`src/hdl/lcdseq_pkg.sv`:
```
// Shared types, codes and constants for the character LCD bus sequencer.
// No dependencies; every other file of the block uses this package.
`default_nettype none

package lcdseq_pkg;

    // Widths fixed by the item and register formats
    localparam int FUNC_W     = 3;
    localparam int BYTE_W     = 8;
    localparam int COLUMN_W   = 6;
    localparam int STEP_W     = 4;
    localparam int WAIT_W     = 16;
    localparam int CFG_IDX_W  = 2;
    localparam int CFG_DATA_W = 16;

    localparam int COUNTER_BITS_DEFAULT = 16;

    // Front-to-back queue
    localparam int QUEUE_DEPTH = 2;
    localparam int QPTR_W      = (QUEUE_DEPTH > 1) ? $clog2(QUEUE_DEPTH) : 1;
    localparam int QCNT_W      = $clog2(QUEUE_DEPTH + 1);

    // Request function codes
    localparam logic [FUNC_W-1:0] FUNC_TICK    = 3'd0;
    localparam logic [FUNC_W-1:0] FUNC_INIT    = 3'd1;
    localparam logic [FUNC_W-1:0] FUNC_COMMAND = 3'd2;
    localparam logic [FUNC_W-1:0] FUNC_DATA    = 3'd3;
    localparam logic [FUNC_W-1:0] FUNC_CURSOR  = 3'd4;

    // Configuration register indexes
    localparam logic [CFG_IDX_W-1:0] REG_ENABLE_PULSE = 2'd0;
    localparam logic [CFG_IDX_W-1:0] REG_SETTLE       = 2'd1;
    localparam logic [CFG_IDX_W-1:0] REG_CLEAR_EXTRA  = 2'd2;
    localparam logic [CFG_IDX_W-1:0] REG_POWER_UP     = 2'd3;

    // Configuration reset values
    localparam logic [7:0]  ENABLE_PULSE_RST = 8'd2;
    localparam logic [9:0]  SETTLE_RST       = 10'd50;
    localparam logic [15:0] CLEAR_EXTRA_RST  = 16'd2000;
    localparam logic [15:0] POWER_UP_RST     = 16'd50000;

    // LCD command bytes
    localparam logic [BYTE_W-1:0] LCD_WAKE       = 8'h30;
    localparam logic [BYTE_W-1:0] LCD_FUNC_SET   = 8'h38;
    localparam logic [BYTE_W-1:0] LCD_DISP_OFF   = 8'h08;
    localparam logic [BYTE_W-1:0] LCD_CLEAR      = 8'h01;
    localparam logic [BYTE_W-1:0] LCD_ENTRY_MODE = 8'h06;
    localparam logic [BYTE_W-1:0] LCD_DISP_ON    = 8'h0C;
    localparam logic [BYTE_W-1:0] LCD_ROW1_BASE  = 8'h40;
    localparam logic [BYTE_W-1:0] LCD_SET_DDRAM  = 8'h80;

    // Init sequence steps
    localparam logic [STEP_W-1:0] STEP_NONE      = 4'd0;
    localparam logic [STEP_W-1:0] STEP_POWERUP   = 4'd1;
    localparam logic [STEP_W-1:0] STEP_WAKE_FIRST = 4'd2;
    localparam logic [STEP_W-1:0] STEP_WAKE_LAST = 4'd4;
    localparam logic [STEP_W-1:0] STEP_CLEAR     = 4'd7;
    localparam logic [STEP_W-1:0] STEP_LAST      = 4'd9;

    // Item kinds after classification
    localparam logic [1:0] KIND_NONE  = 2'd0;
    localparam logic [1:0] KIND_TICK  = 2'd1;
    localparam logic [1:0] KIND_INIT  = 2'd2;
    localparam logic [1:0] KIND_WRITE = 2'd3;

    typedef struct packed {
        logic [1:0]        kind;
        logic              rs;
        logic [BYTE_W-1:0] data;
    } item_t;

    // Byte sent at a given init step
    function automatic logic [BYTE_W-1:0] init_byte(input logic [STEP_W-1:0] step);
        logic [BYTE_W-1:0] b;
        case (step)
            4'd2, 4'd3, 4'd4: b = LCD_WAKE;
            4'd5:             b = LCD_FUNC_SET;
            4'd6:             b = LCD_DISP_OFF;
            4'd7:             b = LCD_CLEAR;
            4'd8:             b = LCD_ENTRY_MODE;
            4'd9:             b = LCD_DISP_ON;
            default:          b = '0;
        endcase
        return b;
    endfunction

    // Wait after each wake-up pulse
    function automatic logic [WAIT_W-1:0] init_wait(input logic [STEP_W-1:0] step);
        logic [WAIT_W-1:0] w;
        case (step)
            4'd2:    w = 16'd5000;
            4'd3:    w = 16'd150;
            4'd4:    w = 16'd50;
            default: w = '0;
        endcase
        return w;
    endfunction

endpackage

`default_nettype wire

```
`src/hdl/lcdseq_if.sv`:
```
// Channel interfaces: request input, result output and configuration write.
// Depends on lcdseq_pkg for field widths.
`default_nettype none

interface lcdseq_req_if;
    logic                              valid;
    logic                              ready;
    logic [lcdseq_pkg::FUNC_W-1:0]     func;
    logic [lcdseq_pkg::BYTE_W-1:0]     byte_value;
    logic                              row;
    logic [lcdseq_pkg::COLUMN_W-1:0]   column;

    modport source (output valid, func, byte_value, row, column, input ready);
    modport sink   (input valid, func, byte_value, row, column, output ready);
endinterface

interface lcdseq_rsp_if;
    logic                          valid;
    logic                          ready;
    logic                          rs_pin;
    logic                          rw_pin;
    logic                          enable_pin;
    logic [lcdseq_pkg::BYTE_W-1:0] data_bus;
    logic                          busy_res;
    logic                          accepted;

    modport source (output valid, rs_pin, rw_pin, enable_pin, data_bus, busy_res, accepted,
                    input ready);
    modport sink   (input valid, rs_pin, rw_pin, enable_pin, data_bus, busy_res, accepted,
                    output ready);
endinterface

interface lcdseq_cfg_if;
    logic                              valid;
    logic                              ready;
    logic [lcdseq_pkg::CFG_IDX_W-1:0]  index;
    logic [lcdseq_pkg::CFG_DATA_W-1:0] data;

    modport source (output valid, index, data, input ready);
    modport sink   (input valid, index, data, output ready);
endinterface

`default_nettype wire

```
`src/hdl/lcdseq_front.sv`:
```
// Front end: takes request transfers and classifies them into queue entries.
// Depends on lcdseq_pkg and lcdseq_if.
`default_nettype none

module lcdseq_front (
    lcdseq_req_if.sink          req,
    input  wire logic           q_full,
    output logic                push,
    output lcdseq_pkg::item_t   push_item
);

    logic [lcdseq_pkg::BYTE_W-1:0] cursor_addr;

    // Take a transfer whenever the queue has room
    assign req.ready = !q_full;
    assign push      = req.valid && !q_full;

    // Cursor address: row base plus column; the set-address bit is added when classifying
    assign cursor_addr = (req.row ? lcdseq_pkg::LCD_ROW1_BASE : '0)
                       + lcdseq_pkg::BYTE_W'(req.column);

    // Classify the function code
    always_comb
    begin
        push_item.kind = lcdseq_pkg::KIND_NONE;
        push_item.rs   = 1'b0;
        push_item.data = req.byte_value;
        case (req.func)
            lcdseq_pkg::FUNC_TICK:
            begin
                push_item.kind = lcdseq_pkg::KIND_TICK;
            end
            lcdseq_pkg::FUNC_INIT:
            begin
                push_item.kind = lcdseq_pkg::KIND_INIT;
            end
            lcdseq_pkg::FUNC_COMMAND:
            begin
                push_item.kind = lcdseq_pkg::KIND_WRITE;
            end
            lcdseq_pkg::FUNC_DATA:
            begin
                push_item.kind = lcdseq_pkg::KIND_WRITE;
                push_item.rs   = 1'b1;
            end
            lcdseq_pkg::FUNC_CURSOR:
            begin
                push_item.kind = lcdseq_pkg::KIND_WRITE;
                push_item.data = lcdseq_pkg::LCD_SET_DDRAM | cursor_addr;
            end
            default:
            begin
                push_item.kind = lcdseq_pkg::KIND_NONE;
            end
        endcase
    end

endmodule

`default_nettype wire

```
`src/hdl/lcdseq_queue.sv`:
```
// Short FIFO between the front end and the bus sequencer.
// Depends on lcdseq_pkg for the entry type and depth.
`default_nettype none

module lcdseq_queue (
    input  wire logic               clk,
    input  wire logic               rst_n,
    input  wire logic               push,
    input  lcdseq_pkg::item_t       push_item,
    input  wire logic               pop,
    output logic                    full,
    output logic                    q_valid,
    output lcdseq_pkg::item_t       q_item
);

    localparam int DEPTH  = lcdseq_pkg::QUEUE_DEPTH;
    localparam int PTR_W  = lcdseq_pkg::QPTR_W;
    localparam int CNT_W  = lcdseq_pkg::QCNT_W;

    lcdseq_pkg::item_t mem [DEPTH];

    logic [PTR_W-1:0] wr_ptr_reg, wr_ptr_next;
    logic [PTR_W-1:0] rd_ptr_reg, rd_ptr_next;
    logic [CNT_W-1:0] count_reg, count_next;

    assign full    = (count_reg == CNT_W'(DEPTH));
    assign q_valid = (count_reg != '0);
    assign q_item  = mem[rd_ptr_reg];

    // Advance pointers and count
    always_comb
    begin
        wr_ptr_next = wr_ptr_reg;
        rd_ptr_next = rd_ptr_reg;
        count_next  = count_reg;
        if (push)
        begin
            wr_ptr_next = (wr_ptr_reg == PTR_W'(DEPTH - 1)) ? '0 : wr_ptr_reg + 1'b1;
        end
        if (pop)
        begin
            rd_ptr_next = (rd_ptr_reg == PTR_W'(DEPTH - 1)) ? '0 : rd_ptr_reg + 1'b1;
        end
        if (push && !pop)
        begin
            count_next = count_reg + 1'b1;
        end
        else if (!push && pop)
        begin
            count_next = count_reg - 1'b1;
        end
    end

    always_ff @(posedge clk or negedge rst_n)
    begin
        if (!rst_n)
        begin
            wr_ptr_reg <= '0;
            rd_ptr_reg <= '0;
            count_reg  <= '0;
        end
        else
        begin
            wr_ptr_reg <= wr_ptr_next;
            rd_ptr_reg <= rd_ptr_next;
            count_reg  <= count_next;
        end
    end

    // Store entries
    always_ff @(posedge clk)
    begin
        if (push)
        begin
            mem[wr_ptr_reg] <= push_item;
        end
    end

endmodule

`default_nettype wire

```
`src/hdl/lcdseq_back.sv`:
```
// Back end: configuration registers, the bus phase sequencer and the result register.
// Depends on lcdseq_pkg and lcdseq_if.
`default_nettype none

module lcdseq_back #(
    parameter int COUNTER_BITS = lcdseq_pkg::COUNTER_BITS_DEFAULT
) (
    input  wire logic           clk,
    input  wire logic           rst_n,
    input  wire logic           q_valid,
    input  lcdseq_pkg::item_t   q_item,
    output logic                pop,
    lcdseq_cfg_if.sink          cfg,
    lcdseq_rsp_if.source        rsp
);

    localparam int CB = COUNTER_BITS;
    localparam logic [31:0] CNT_MAX = (32'd1 << CB) - 32'd1;
    // Longest chain of zero-length waits one item can run through
    localparam int CHAIN = 4;

    localparam logic [2:0] PH_IDLE    = 3'd0;
    localparam logic [2:0] PH_POWERUP = 3'd1;
    localparam logic [2:0] PH_EHIGH   = 3'd2;
    localparam logic [2:0] PH_ELOW    = 3'd3;
    localparam logic [2:0] PH_SETTLE  = 3'd4;
    localparam logic [2:0] PH_EXTRA   = 3'd5;

    typedef struct packed {
        logic [2:0]                        phase;
        logic [CB-1:0]                     cnt;
        logic [lcdseq_pkg::STEP_W-1:0]     step;
        logic                              rs;
        logic [lcdseq_pkg::BYTE_W-1:0]     data;
        logic                              en;
    } seq_t;

    // Clamp a loaded wait to the counter range
    function automatic logic [CB-1:0] sat_cnt(input logic [lcdseq_pkg::WAIT_W-1:0] n);
        logic [31:0] w;
        w = 32'(n);
        return (w > CNT_MAX) ? CB'(CNT_MAX) : CB'(w);
    endfunction

    function automatic seq_t start_write(input seq_t s, input logic rs,
                                         input logic [lcdseq_pkg::BYTE_W-1:0] b,
                                         input logic [CB-1:0] pulse);
        seq_t r;
        r       = s;
        r.rs    = rs;
        r.data  = b;
        r.en    = 1'b1;
        r.phase = PH_EHIGH;
        r.cnt   = pulse;
        return r;
    endfunction

    function automatic seq_t finish_segment(input seq_t s, input logic [CB-1:0] pulse);
        seq_t r;
        logic [lcdseq_pkg::STEP_W-1:0] nstep;
        r     = s;
        nstep = s.step + 1'b1;
        if (s.step == lcdseq_pkg::STEP_NONE || s.step >= lcdseq_pkg::STEP_LAST)
        begin
            r.step  = lcdseq_pkg::STEP_NONE;
            r.phase = PH_IDLE;
            r.cnt   = '0;
        end
        else
        begin
            r.step = nstep;
            r      = start_write(r, 1'b0, lcdseq_pkg::init_byte(nstep), pulse);
        end
        return r;
    endfunction

    function automatic seq_t advance(input seq_t s, input logic [CB-1:0] pulse,
                                     input logic [CB-1:0] settle, input logic [CB-1:0] extra);
        seq_t r;
        r = s;
        case (s.phase)
            PH_POWERUP:
            begin
                r = finish_segment(s, pulse);
            end
            PH_EHIGH:
            begin
                r.en    = 1'b0;
                r.phase = PH_ELOW;
                r.cnt   = pulse;
            end
            PH_ELOW:
            begin
                r.phase = PH_SETTLE;
                if (s.step >= lcdseq_pkg::STEP_WAKE_FIRST && s.step <= lcdseq_pkg::STEP_WAKE_LAST)
                begin
                    r.cnt = sat_cnt(lcdseq_pkg::init_wait(s.step));
                end
                else
                begin
                    r.cnt = settle;
                end
            end
            PH_SETTLE:
            begin
                if (s.step == lcdseq_pkg::STEP_CLEAR)
                begin
                    r.phase = PH_EXTRA;
                    r.cnt   = extra;
                end
                else
                begin
                    r = finish_segment(s, pulse);
                end
            end
            PH_EXTRA:
            begin
                r = finish_segment(s, pulse);
            end
            default:
            begin
                r.step  = lcdseq_pkg::STEP_NONE;
                r.phase = PH_IDLE;
                r.cnt   = '0;
            end
        endcase
        return r;
    endfunction

    // Configuration registers
    logic [7:0]  pulse_cfg_reg;
    logic [9:0]  settle_cfg_reg;
    logic [15:0] extra_cfg_reg;
    logic [15:0] powerup_cfg_reg;

    // Sequencer state and result register
    seq_t        seq_reg, seq_next;
    logic        out_valid_reg, out_valid_next;
    logic        out_rs_reg, out_en_reg, out_busy_reg, out_acc_reg;
    logic [lcdseq_pkg::BYTE_W-1:0] out_data_reg;
    logic        acc_next;

    logic [CB-1:0] pulse_load, settle_load, extra_load, powerup_load;
    seq_t          chain [CHAIN + 1];
    logic          idle;

    assign cfg.ready = 1'b1;

    always_ff @(posedge clk or negedge rst_n)
    begin
        if (!rst_n)
        begin
            pulse_cfg_reg   <= lcdseq_pkg::ENABLE_PULSE_RST;
            settle_cfg_reg  <= lcdseq_pkg::SETTLE_RST;
            extra_cfg_reg   <= lcdseq_pkg::CLEAR_EXTRA_RST;
            powerup_cfg_reg <= lcdseq_pkg::POWER_UP_RST;
        end
        else if (cfg.valid)
        begin
            case (cfg.index)
                lcdseq_pkg::REG_ENABLE_PULSE: pulse_cfg_reg   <= cfg.data[7:0];
                lcdseq_pkg::REG_SETTLE:       settle_cfg_reg  <= cfg.data[9:0];
                lcdseq_pkg::REG_CLEAR_EXTRA:  extra_cfg_reg   <= cfg.data;
                lcdseq_pkg::REG_POWER_UP:     powerup_cfg_reg <= cfg.data;
                default:                      pulse_cfg_reg   <= pulse_cfg_reg;
            endcase
        end
    end

    // Loaded wait lengths; a zero pulse length acts as one
    assign pulse_load   = sat_cnt((pulse_cfg_reg == '0) ? 16'd1 : 16'(pulse_cfg_reg));
    assign settle_load  = sat_cnt(16'(settle_cfg_reg));
    assign extra_load   = sat_cnt(extra_cfg_reg);
    assign powerup_load = sat_cnt(powerup_cfg_reg);

    // Pop when the result register is free or being drained
    assign pop  = q_valid && (!out_valid_reg || rsp.ready);
    assign idle = (seq_reg.phase == PH_IDLE);

    // Apply the item, then run through any waits that end at once
    always_comb
    begin
        chain[0] = seq_reg;
        acc_next = 1'b0;
        case (q_item.kind)
            lcdseq_pkg::KIND_TICK:
            begin
                if (!idle)
                begin
                    chain[0].cnt = seq_reg.cnt - 1'b1;
                end
            end
            lcdseq_pkg::KIND_INIT:
            begin
                if (idle)
                begin
                    acc_next       = 1'b1;
                    chain[0].step  = lcdseq_pkg::STEP_POWERUP;
                    chain[0].phase = PH_POWERUP;
                    chain[0].cnt   = powerup_load;
                end
            end
            lcdseq_pkg::KIND_WRITE:
            begin
                if (idle)
                begin
                    acc_next = 1'b1;
                    chain[0] = start_write(seq_reg, q_item.rs, q_item.data, pulse_load);
                end
            end
            default:
            begin
                acc_next = 1'b0;
            end
        endcase
        for (int i = 0; i < CHAIN; i++)
        begin
            if (chain[i].phase != PH_IDLE && chain[i].cnt == '0)
            begin
                chain[i + 1] = advance(chain[i], pulse_load, settle_load, extra_load);
            end
            else
            begin
                chain[i + 1] = chain[i];
            end
        end
        seq_next = pop ? chain[CHAIN] : seq_reg;
    end

    always_comb
    begin
        out_valid_next = out_valid_reg;
        if (pop)
        begin
            out_valid_next = 1'b1;
        end
        else if (rsp.ready)
        begin
            out_valid_next = 1'b0;
        end
    end

    always_ff @(posedge clk or negedge rst_n)
    begin
        if (!rst_n)
        begin
            seq_reg       <= '0;
            out_valid_reg <= 1'b0;
        end
        else
        begin
            seq_reg       <= seq_next;
            out_valid_reg <= out_valid_next;
        end
    end

    // Hold the result payload until the next pop
    always_ff @(posedge clk)
    begin
        if (pop)
        begin
            out_rs_reg   <= seq_next.rs;
            out_en_reg   <= seq_next.en;
            out_data_reg <= seq_next.data;
            out_busy_reg <= (seq_next.phase != PH_IDLE);
            out_acc_reg  <= acc_next;
        end
    end

    assign rsp.valid      = out_valid_reg;
    assign rsp.rs_pin     = out_rs_reg;
    assign rsp.rw_pin     = 1'b0;
    assign rsp.enable_pin = out_en_reg;
    assign rsp.data_bus   = out_data_reg;
    assign rsp.busy_res   = out_busy_reg;
    assign rsp.accepted   = out_acc_reg;

`ifndef SYNTHESIS
    a_busy_has_count: assert property (@(posedge clk) disable iff (!rst_n)
        (seq_reg.phase != PH_IDLE) |-> (seq_reg.cnt != '0))
        else $error("sequencer busy with an expired countdown");

    a_idle_no_step: assert property (@(posedge clk) disable iff (!rst_n)
        (seq_reg.phase == PH_IDLE) |-> (seq_reg.step == lcdseq_pkg::STEP_NONE))
        else $error("init step left over in idle");

    a_enable_in_high: assert property (@(posedge clk) disable iff (!rst_n)
        seq_reg.en |-> (seq_reg.phase == PH_EHIGH))
        else $error("enable high outside the high phase");

    a_taken_is_busy: assert property (@(posedge clk) disable iff (!rst_n)
        (pop && acc_next) |=> (out_busy_reg && out_valid_reg))
        else $error("accepted request left the sequencer idle");
`endif

endmodule

`default_nettype wire

```
`src/hdl/char_lcd_bus_sequencer.sv`:
```
// Top level of the character LCD bus sequencer: front end, queue and bus sequencer.
// Depends on lcdseq_pkg, lcdseq_if, lcdseq_front, lcdseq_queue and lcdseq_back.
//
// Each item on req is a one-microsecond tick or a request (init, command byte, data byte,
// cursor move) and yields exactly one result on rsp with the bus levels after that item.
// One item is taken per clock when rsp keeps up; its result is registered after the queue.
// The front end classifies items into a two-entry queue; the sequencer applies one item per
// cycle when rsp keeps up, its phase countdown resolving any chain of zero-length waits (at
// most four phase steps) within that cycle. Configuration writes on cfg are always taken;
// the user must hold them to idle periods (not enforced). No clearing pass follows reset.
`default_nettype none

module char_lcd_bus_sequencer #(
    parameter int COUNTER_BITS = lcdseq_pkg::COUNTER_BITS_DEFAULT
) (
    input  wire logic       clk,
    input  wire logic       rst_n,
    lcdseq_req_if.sink      req,
    lcdseq_rsp_if.source    rsp,
    lcdseq_cfg_if.sink      cfg
);

    logic              push;
    logic              pop;
    logic              q_full;
    logic              q_valid;
    lcdseq_pkg::item_t push_item;
    lcdseq_pkg::item_t q_item;

    lcdseq_front u_front (
        .req       (req),
        .q_full    (q_full),
        .push      (push),
        .push_item (push_item)
    );

    lcdseq_queue u_queue (
        .clk       (clk),
        .rst_n     (rst_n),
        .push      (push),
        .push_item (push_item),
        .pop       (pop),
        .full      (q_full),
        .q_valid   (q_valid),
        .q_item    (q_item)
    );

    lcdseq_back #(
        .COUNTER_BITS (COUNTER_BITS)
    ) u_back (
        .clk     (clk),
        .rst_n   (rst_n),
        .q_valid (q_valid),
        .q_item  (q_item),
        .pop     (pop),
        .cfg     (cfg),
        .rsp     (rsp)
    );

endmodule

`default_nettype wire
```
`src/flat_wrapper.sv`:
```
// flat-port wrapper written by rule: the top's interface ports become plain ports
module char_lcd_bus_sequencer_flat 
#(
    parameter int COUNTER_BITS = lcdseq_pkg::COUNTER_BITS_DEFAULT
)
  (clk, rst_n, req_valid, req_func, req_byte_value, req_row, req_column, req_ready, rsp_valid, rsp_rs_pin, rsp_rw_pin, rsp_enable_pin, rsp_data_bus, rsp_busy_res, rsp_accepted, rsp_ready, cfg_valid, cfg_index, cfg_data, cfg_ready);
  lcdseq_req_if req_i ();
  lcdseq_rsp_if rsp_i ();
  lcdseq_cfg_if cfg_i ();
  input  wire logic clk;
  input  wire logic rst_n;
  input wire logic [$bits(req_i.valid)-1:0] req_valid;
  input wire logic [$bits(req_i.func)-1:0] req_func;
  input wire logic [$bits(req_i.byte_value)-1:0] req_byte_value;
  input wire logic [$bits(req_i.row)-1:0] req_row;
  input wire logic [$bits(req_i.column)-1:0] req_column;
  output wire logic [$bits(req_i.ready)-1:0] req_ready;
  output wire logic [$bits(rsp_i.valid)-1:0] rsp_valid;
  output wire logic [$bits(rsp_i.rs_pin)-1:0] rsp_rs_pin;
  output wire logic [$bits(rsp_i.rw_pin)-1:0] rsp_rw_pin;
  output wire logic [$bits(rsp_i.enable_pin)-1:0] rsp_enable_pin;
  output wire logic [$bits(rsp_i.data_bus)-1:0] rsp_data_bus;
  output wire logic [$bits(rsp_i.busy_res)-1:0] rsp_busy_res;
  output wire logic [$bits(rsp_i.accepted)-1:0] rsp_accepted;
  input wire logic [$bits(rsp_i.ready)-1:0] rsp_ready;
  input wire logic [$bits(cfg_i.valid)-1:0] cfg_valid;
  input wire logic [$bits(cfg_i.index)-1:0] cfg_index;
  input wire logic [$bits(cfg_i.data)-1:0] cfg_data;
  output wire logic [$bits(cfg_i.ready)-1:0] cfg_ready;
  assign req_i.valid = req_valid;
  assign req_i.func = req_func;
  assign req_i.byte_value = req_byte_value;
  assign req_i.row = req_row;
  assign req_i.column = req_column;
  assign req_ready = req_i.ready;
  assign rsp_valid = rsp_i.valid;
  assign rsp_rs_pin = rsp_i.rs_pin;
  assign rsp_rw_pin = rsp_i.rw_pin;
  assign rsp_enable_pin = rsp_i.enable_pin;
  assign rsp_data_bus = rsp_i.data_bus;
  assign rsp_busy_res = rsp_i.busy_res;
  assign rsp_accepted = rsp_i.accepted;
  assign rsp_i.ready = rsp_ready;
  assign cfg_i.valid = cfg_valid;
  assign cfg_i.index = cfg_index;
  assign cfg_i.data = cfg_data;
  assign cfg_ready = cfg_i.ready;
  char_lcd_bus_sequencer #(.COUNTER_BITS(COUNTER_BITS)) u_core (.clk(clk), .rst_n(rst_n), .req(req_i), .rsp(rsp_i), .cfg(cfg_i));
endmodule
```
`config.mk`:
```
export PLATFORM = sky130hd
export DESIGN_NAME = char_lcd_bus_sequencer_flat
export DESIGN_NICKNAME = d
export VERILOG_FILES = /design/src/hdl/lcdseq_pkg.sv /design/src/hdl/lcdseq_if.sv /design/src/hdl/lcdseq_front.sv /design/src/hdl/lcdseq_queue.sv /design/src/hdl/lcdseq_back.sv /design/src/hdl/char_lcd_bus_sequencer.sv /design/src/flat_wrapper.sv
export SDC_FILE = /design/constraint.sdc
export NUM_CORES = 1
export LEC_CHECK = 0
export ABC_AREA = 1
export BUFFER_PORTS_ARGS = -buffer_cell sky130_fd_sc_hd__buf_2
export CORE_UTILIZATION = 57
export DETAILED_ROUTE_END_ITERATION = 10
export PLACE_DENSITY = 0.75
export SLEW_MARGIN = 0
export SYNTH_ARGS = -nofsm -noshare
export SYNTH_HDL_FRONTEND = slang
export SYNTH_SLANG_ARGS = --single-unit
```
`constraint.sdc`:
```
create_clock -name clk -period 5.1 [get_ports clk]
set_clock_uncertainty 0.2 [all_clocks]
set_input_delay 0.51 -clock clk [delete_from_list [all_inputs] [get_ports clk]]
set_output_delay 0.51 -clock clk [all_outputs]
set_load 0.005 [all_outputs]
```
== After elaboration in Yosys (flattened, before gate mapping) ==
Memory sizes are Yosys's and may differ from the RTL's.
Cells that the tools add are included.
W data, S select, Z words.

* Add/subtract/negate cells: 10
* Multipliers: 0
* Divide/modulo/power cells: 0
* Magnitude comparators: 12
* Equal/unequal tests: 47
* Shifts and indexed selects: 0
* Mux-type cells: 74
* Bitwise gates (word level): 0
* Reduce and logical (&&, ||, !) cells: 55

{| class="wikitable"
|+ Operator list
! operator !! count
|-
| $pmux W19 S4 || 4
|-
| $mux W33 || 6
|-
| $pmux W13 S3 || 4
|-
| $mux W10 || 13
|-
| $pmux W9 S3 || 4
|-
| $mux W22 || 4
|-
| $mux W16 || 5
|-
| $mux W19 || 4
|-
| $logic_not A16 Y1 || 4
|-
| $mux W14 || 4
|-
| $pmux W16 S3 || 1
|-
| $pmux W4 S3 || 4
|-
| $eq A4 B2 Y1 const B || 8
|-
| $eq A4 B3 Y1 const B || 8
|-
| $eq A3 B2 Y1 const B || 10
|-
| $eq A3 B3 Y1 const B || 9
|-
| $mux W23 || 1
|-
| $reduce_or A2 Y1 || 9
|-
| $add A4 B1 Y4 const B || 4
|-
| $ge A4 B2 Y1 const B || 4
|-
| $ge A4 B4 Y1 const B || 4
|-
| $le A4 B3 Y1 const B || 4
|-
| $logic_not A4 Y1 || 4
|-
| $mux W8 || 2
|-
| 25 further kinds || 74
|}

* Flip-flop bits (word level): 100
* Bits in latches: 0
* Memory bits (writable): 22
* Memory bits (read-only): 1152
* Output and inout port bits: 16
* Logic and storage cells: 230
* Memories: 13

{| class="wikitable"
|+ Memory list
! memory !! depth !! width !! read ports !! clocked after Yosys merged registers in !! wr ports !! line !! RTL
|-
| (name not given) || 16 || 6 || 1 || 0 || 0 || lcdseq_pkg.sv:75 || <nowiki>case (step)</nowiki>
|-
| (name not given) || 16 || 6 || 1 || 0 || 0 || lcdseq_pkg.sv:75 ||
|-
| (name not given) || 16 || 6 || 1 || 0 || 0 || lcdseq_pkg.sv:75 ||
|-
| (name not given) || 16 || 6 || 1 || 0 || 0 || lcdseq_pkg.sv:75 ||
|-
| (name not given) || 16 || 6 || 1 || 0 || 0 || lcdseq_pkg.sv:75 ||
|-
| (name not given) || 16 || 6 || 1 || 0 || 0 || lcdseq_pkg.sv:75 ||
|-
| +7 memories || -- || -- || -- || -- || -- || -- ||
|}

== Longest topological paths before layout ==
Gate-level depths: netlist (run 1).

* Depth in word-level cells: 30
* Depth in mapped cells: 42
* Gate-level depth less buffers: 41

== By module ==
From an unflattened synthesis (run 1), not the netlist that was laid out.

* Cells, all modules: 1473
* Area total of the unflattened synthesis: 9536.6 µm²

{| class="wikitable"
|+ Modules (own cells, without submodules)
! module !! times used !! cells each !! area each (µm²) !! seq. area each (µm²)
|-
| lcdseq_back || 1 || 1378 || 8334.2 || 2482.4
|-
| lcdseq_queue || 1 || 59 || 1036.0 || 760.7
|-
| lcdseq_front || 1 || 36 || 166.4 || 0.0
|}

== Least setup slack after synthesis (run 1) ==
No wires, ideal clock.

* Kind: register to register
* From: register u_core.u_back.seq_reg[31] (netlist bit)
* To: register u_core.u_back.out_data_reg (netlist bit u_core.u_back.rsp.data_bus[5]), data pin
* Library setup time: 0.257 ns
* Data arrival time: 4.836 ns
* Required time: 4.643 ns
* Path slack: -0.193 ns
* Cell stages (with the launch flop): 40
* Path buffers: 2
* Clock period less this slack: 5.293 ns
* Cell sequence: dfrtp_1 inv_4 nand2_2 nor2_2 buf_4 nand3_4 nand2_1 inv_1 ha_1 nand2_1 nand2_1 o21ai_0 o211ai_1 o211a_1 o21ai_1 inv_1 ha_1 inv_1 (+4 left out) nor2_2 nand2_4 buf_6 nand2_1 nand2_2 inv_2 ha_1 inv_1 nand3_1 and2_1 inv_1 ha_1 nand3_1 nand2_1 nand2_1 nand2_1 nand2_1 nand2_1

{| class="wikitable"
|+ RTL lines
! element !! line !! RTL
|-
| start: declaration || lcdseq_back.sv:137 || <nowiki>seq_t seq_reg, seq_next;</nowiki>
|-
| start signal: assignment || lcdseq_back.sv:252 || <nowiki>seq_reg <= seq_next;</nowiki>
|-
| end signal: assignment || lcdseq_back.sv:264 || <nowiki>out_data_reg <= seq_next.data;</nowiki>
|-
| end: declaration || lcdseq_back.sv:140 || <nowiki>logic [lcdseq_pkg::BYTE_W-1:0] out_data_reg;</nowiki>
|}

==> reports/results.tsv, run 1 <==
metric	value	unit
status	finished clean	
ant_nets	0	
avgRoutedWirePerCell	18.6	um
worst_ep_required_time	5070	ps
synth_edf_count	34	
synthCells	1486	
dp_hpwl	26300	um
period_needed	4970	ps
async_flop_share	72.1	%
port_buffers	54	
stdcell_area	0.0123	mm2
syn_nets	1549	
placed_area	0.0108	mm2
final_cell_mix	nand2_1, inv_1, buf_4	
grt_pass1_wl	53300	um
synthesis.area	0.00959	mm2
cp_slowest_cell	dfrtp_1	
synth.top_cell.area_share	20.7	%
antenna_found_initial	0	
synth_cell_type_count	52	
synth.avg_cell_area	6.45	um2
r2r_cells	30	
synthAdderAreaFrac	2.87	%
period_share	97.5	%
critPathCaptureType	flip-flop	
rows	47	
grt_max_degree	75	
cts_buffers	17	
cts_sinks	122	
core_area	0.0165	mm2
cts_tree	done	
dr.pass1.iters	8	
htree_levels	4	
largest_reg_flops	33	
rsz0062_at_grt	true	
min_to	u_core.u_back.rsp.valid	
max-vdd-ir-drop	0.588	mV
synth_seq_cells	122	
drv_slew	0	
vias	11100	
max-cap-violations	0	
area_growth	28.3	%
r2r_setup_slack	130	ps
dpl.cell_count	1827	
post_layout_nonfiller_instances	1903	
start_util	58.0	%
r2r-start	u_core.u_queue.rd_ptr_reg	
setup_violations	0	
root_buffer	clkbuf_16	
insertion_delay	420	ps
drt-total-wl	35500	um
tightest_slew	1060	ps
gr-total-overflow	0	
relSlewSlack	29.0	%
synth-compound-area-share	11.3	%
cp_max_fo	8	
synth_ff_type	dfrtp_1	
cts.clk_slew.worst_paths	60	ps
regToRegEndpoint	u_core.u_back.rsp.data_bus[3]	
cts_buffer_depth	2	
fmax	201	MHz
final.fill_count	1330	
max_stage_delay	430	ps
yosysTopAreaCell	nand2_1	
critPathLaunchType	flip-flop	
worstHoldPathType	input port to flip-flop	
grt_pass1_vias	9812	
synth_simple_gate_area_share	41.4	%
critPathArrivalTime	4940	ps
final_common_cell	nand2_1	
routabilityCongestion	1.09	
critical_path_class	flip-flop to flip-flop	
pre_cts_ws	-230	ps
synth_xor_xnor_area_share	0.457	%
synthMuxAreaShare	0.822	%
setup_ws	126	ps
track_usage	39.7	%
die_width	132	um
holdPathStages	2	
io_pins	57	
layout-drive-gt1-share	26.1	%
setup_tns	0	ps
hold_path.startpoint	rsp_ready	
viasPerCell	5.84	
finalHoldViolCount	0	
power.density	633	mW/mm2
route.detailed.drc	0	
p_leak	6.26	nW
ys_warn_count	0	
antenna_cells	0	
synth_top_family_by_area	simple AND/OR/NAND/NOR gates	
fp.dieH	132	um
nNetsFinal	1733	
seq_area_frac_synth	33.8	%
drt_iter0_drc	1346	
dieArea	0.0173	mm2
synthTopCellsByArea	nand2_1, dfrtp_1, edfxtp_1, inv_1, nand3_1	
holdWs	90.1	ps
Yosys cell counts, types with 4 or more instances:
library cell,number
o21ai_0,107
o211ai_1,11
edfxtp_1,34
nor2_2,15
nor2_4,5
a21oi_1,21
buf_6,5
dfstp_2,16
mux2_2,7
nand2_2,18
nor3_1,7
nand3b_1,7
inv_1,166
clkbuf_1,18
nand2_4,5
dfrtp_1,72
nor2_1,154
nand3_2,4
inv_2,17
o21ai_2,4
nand2_1,529
buf_2,9
nand3_1,124
ha_1,22
o21ai_1,26
nand4_1,43
power breakdown:
group / internal, mW / total (mW) / switching, mW / leakage [nW]
clock: 0.648 / 1.17 / 0.520 / 0.273
sequential: 1.31 / 1.55 / 0.241 / 1.41
combinational: 1.79 / 5.07 / 3.28 / 4.58
total: 3.74 / 7.79 / 4.04 / 6.26
stage by stage:
stage / utilization [%] / power, mW
6_report: 74.5 / 7.79
5_1_grt: 74.5 / 8.25
4_1_cts: 69.3 / 7.04
3_5_place_dp: 65.2 / 5.78
3_3_place_gp: 65.2 / 5.76
2_1_floorplan: - / 4.19
final cells by class:
type                            instances  area (um2)  area share, %
Clock inverter                         15         148           1.20
Tap cell                              220         275           2.24
Inverter                              186         714           5.81
Timing Repair Buffer                  198        1430           11.6
Clock buffer                           17         425           3.46
Sequential cell                       122        3240           26.4
Multi-Input combinational cell       1145        6070           49.3
layer usage:
metal  part of all wire (%)  GRT usage (%)  vias up  wire length (um)
li1                       -              -     5176                 -
met1                     41           58.0     5102             14500
met2                     43           58.9      716             15400
met3                     12           7.52      122              4330
met4                    3.7           13.7        0              1300
met5                      0              0        -                 0
worst max path at each step:
stage / start / to / slack [ps] / cells after the start
3_3_place_gp: u_core.u_back.seq_reg[15] / u_core.u_back.rsp.data_bus[6] / -320 / 28
6_report: u_core.u_queue.rd_ptr_reg / u_core.u_back.rsp.data_bus[3] / 130 / 30
4_1_cts: u_core.u_queue.rd_ptr_reg / u_core.u_back.rsp.data_bus[5] / 4 / 36
5_1_grt: u_core.u_queue.rd_ptr_reg / u_core.u_back.seq_reg[21] / -120 / 33
2_1_floorplan: u_core.u_back.seq_reg[31] / u_core.u_back.rsp.data_bus[5] / 10 / 39
3_5_place_dp: u_core.u_back.seq_reg[15] / u_core.u_back.rsp.data_bus[5] / -230 / 35
what timing repair did:
action	in CTS	in global routing
hold endpoints to repair	14	0
pin swaps	5	59
hold buffers	1	0
resized for setup	22	146
endpoints found under the setup margin	33	36
setup buffers	3	38
gates cloned	0	2
logic make-up (layout without fill, tap and decap cells):
group | after synthesis | after routing
and+or+nand+nor | 916 | 918
buffers and inverters | 221 | 416
AOI/OAI and AO/OA | 191 | 191
DFF | 122 | 122
adders and majority gates | 22 | 22
muxes | 7 | 7
xor gates and xnor gates | 5 | 5
other | 2 | 2
critical path: cells and delay by family (launching register included):
| kind | cells | cell delay [ps] |
|---|---|---|
| AO/OA/AOI/OAI | 6 | 970 |
| adder cells (fa/ha/maj) | 2 | 330 |
| buffers and inverters | 2 | 280 |
| flip-flops | 1 | 430 |
| AND/OR/NAND/NOR | 20 | 2470 |
Power figures use the tool's default switching activity.
==> run 2, diff against run 1 <==
- CAP_MARGIN: not set -> 5
- CORE_ASPECT_RATIO: not set -> 0.9
==> reports/results.tsv, run 2 (synthesis gave the netlist of run 1 again) <==
metric	value	unit
pre_cts_ws	-98.2	ps
critPathArrivalTime	5260	ps
nNetsFinal	1779	
power.density	649	mW/mm2
routabilityCongestion	1.14	
dieArea	0.0173	mm2
critPathLaunchType	flip-flop	
dr.pass1.iters	9	
rsz0062_at_grt	true	
period_share	101	%
insertion_delay	420	ps
die_width	139	um
critPathCaptureType	flip-flop	
final_cell_mix	nand2_1, buf_4, inv_1	
vias	11800	
root_buffer	clkbuf_16	
start_util	58.9	%
cts_buffers	17	
port_buffers	54	
grt_use_met1	60.5	%
final.fill_count	1110	
layout-drive-gt1-share	29.7	%
cp_max_fo	9	
grt.met3_usage	11.5	%
cts_tree	done	
viasPerCell	6.07	
setup_tns	-122	ps
drt_iter0_drc	1639	
core_area	0.0163	mm2
grt_pass1_wl	56500	um
gr-total-overflow	0	
cts.clk_slew.worst_paths	60	ps
p_leak	6.54	nW
cp_common_cell	nand2_1	
status	finished, violations left	
fmax	195	MHz
largest_reg_flops	33	
grt_max_degree	51	
final_common_cell	nand2_1	
dp_hpwl	28100	um
avgRoutedWirePerCell	20.3	um
period_needed	5140	ps
met2_usage	64.5	%
busiest_layer	met2	
setup_violations	8	
setup_ws	-38.0	ps
finalHoldViolCount	0	
max_stage_delay	430	ps
crit_start	u_core.u_back.seq_reg[31]	
r2r-start	u_core.u_back.seq_reg[31]	
io_pins	57	
hold_path.startpoint	rsp_ready	
finalPower	8.34	mW
htree_levels	4	
holdWs	90.5	ps
worstHoldPathType	input port to flip-flop	
grt_pass1_vias	10300	
area_growth	34.1	%
tightest_slew	1140	ps
max-vdd-ir-drop	0.394	mV
route.detailed.drc	4	
rows	44	
cp_slowest_cell	dfrtp_1	
ant_nets	0	
worst_ep_required_time	5220	ps
cts_buffer_depth	2	
cts_sinks	122	
antenna_found_initial	0	
drt-total-wl	39300	um
max-cap-violations	0	
relSlewSlack	24.1	%
violations	DRC, setup timing	
critical_path_class	flip-flop to flip-flop	
fp.dieH	125	um
drv_slew	0	
track_usage	42.8	%
-- run 2: final timing paths --
path | to | slack (ps) | depth (start not counted)
worst max-delay path | u_core.u_back.seq_reg[19] | -40 | 31
worst min-delay path | u_core.u_back.rsp.valid | 90 | 2
worst max register to register | u_core.u_back.seq_reg[19] | -40 | 31
worst min register to register | u_core.u_queue.count_reg[0] | 280 | 1
max in group asynchronous | u_core.u_queue.rd_ptr_reg | 3210 | 3
min in group asynchronous | u_core.u_back.powerup_cfg_reg[10] | 490 | 2
-- run 2: metrics by stage --
stage               instances  instance area (um2)  utilization [%]
floorplan                1486                 9600                -
global placement         1867                11200             68.6
detailed placement       1867                11200             68.6
CTS                      1905                11900             72.9
global route             1936                12900             78.9
finish                   1937                12900             78.9
-- run 2: timing repair --
action	CTS	global route
setup endpoints to repair	31	36
gates cloned	0	4
setup buffers	5	27
hold endpoints to repair	38	0
pin swaps	5	85
hold buffers	1	0
resized for setup	15	198
-- run 2: layer usage --
| layer | routed length [um] | share of wire [%] |
|---|---|---|
| met2 | 16900 | 43 |
| met3 | 5690 | 14 |
| met5 | 0 | 0 |
| met1 | 15100 | 38 |
| met4 | 1670 | 4.2 |
-- run 2: final cells by class --
type | count | area [um2] | share of cell area [%]
Multi-Input combinational cell | 1146 | 6180 | 48.1
Sequential cell | 122 | 3240 | 25.2
Timing Repair Buffer | 243 | 1860 | 14.5
Inverter | 186 | 721 | 5.61
Clock buffer | 17 | 425 | 3.31
Tap cell | 207 | 259 | 2.01
Clock inverter | 15 | 166 | 1.29
Antenna cell | 1 | 2.50 | 0.0195
-- run 2: worst max-delay path: cells and delay by family (launching register included) --
family	cells	cell delay (ps)
simple gates	19	2170
compound gates	4	1140
buf+inv	7	840
fa+ha+maj	1	230
flops	1	430
-- run 2: power breakdown --
group          switching [mW]  internal, mW  leakage, nW
clock network           0.485         0.729        0.282
registers               0.249          1.31         1.40
logic                    3.54          2.03         4.86
total                    4.27          4.07         6.54
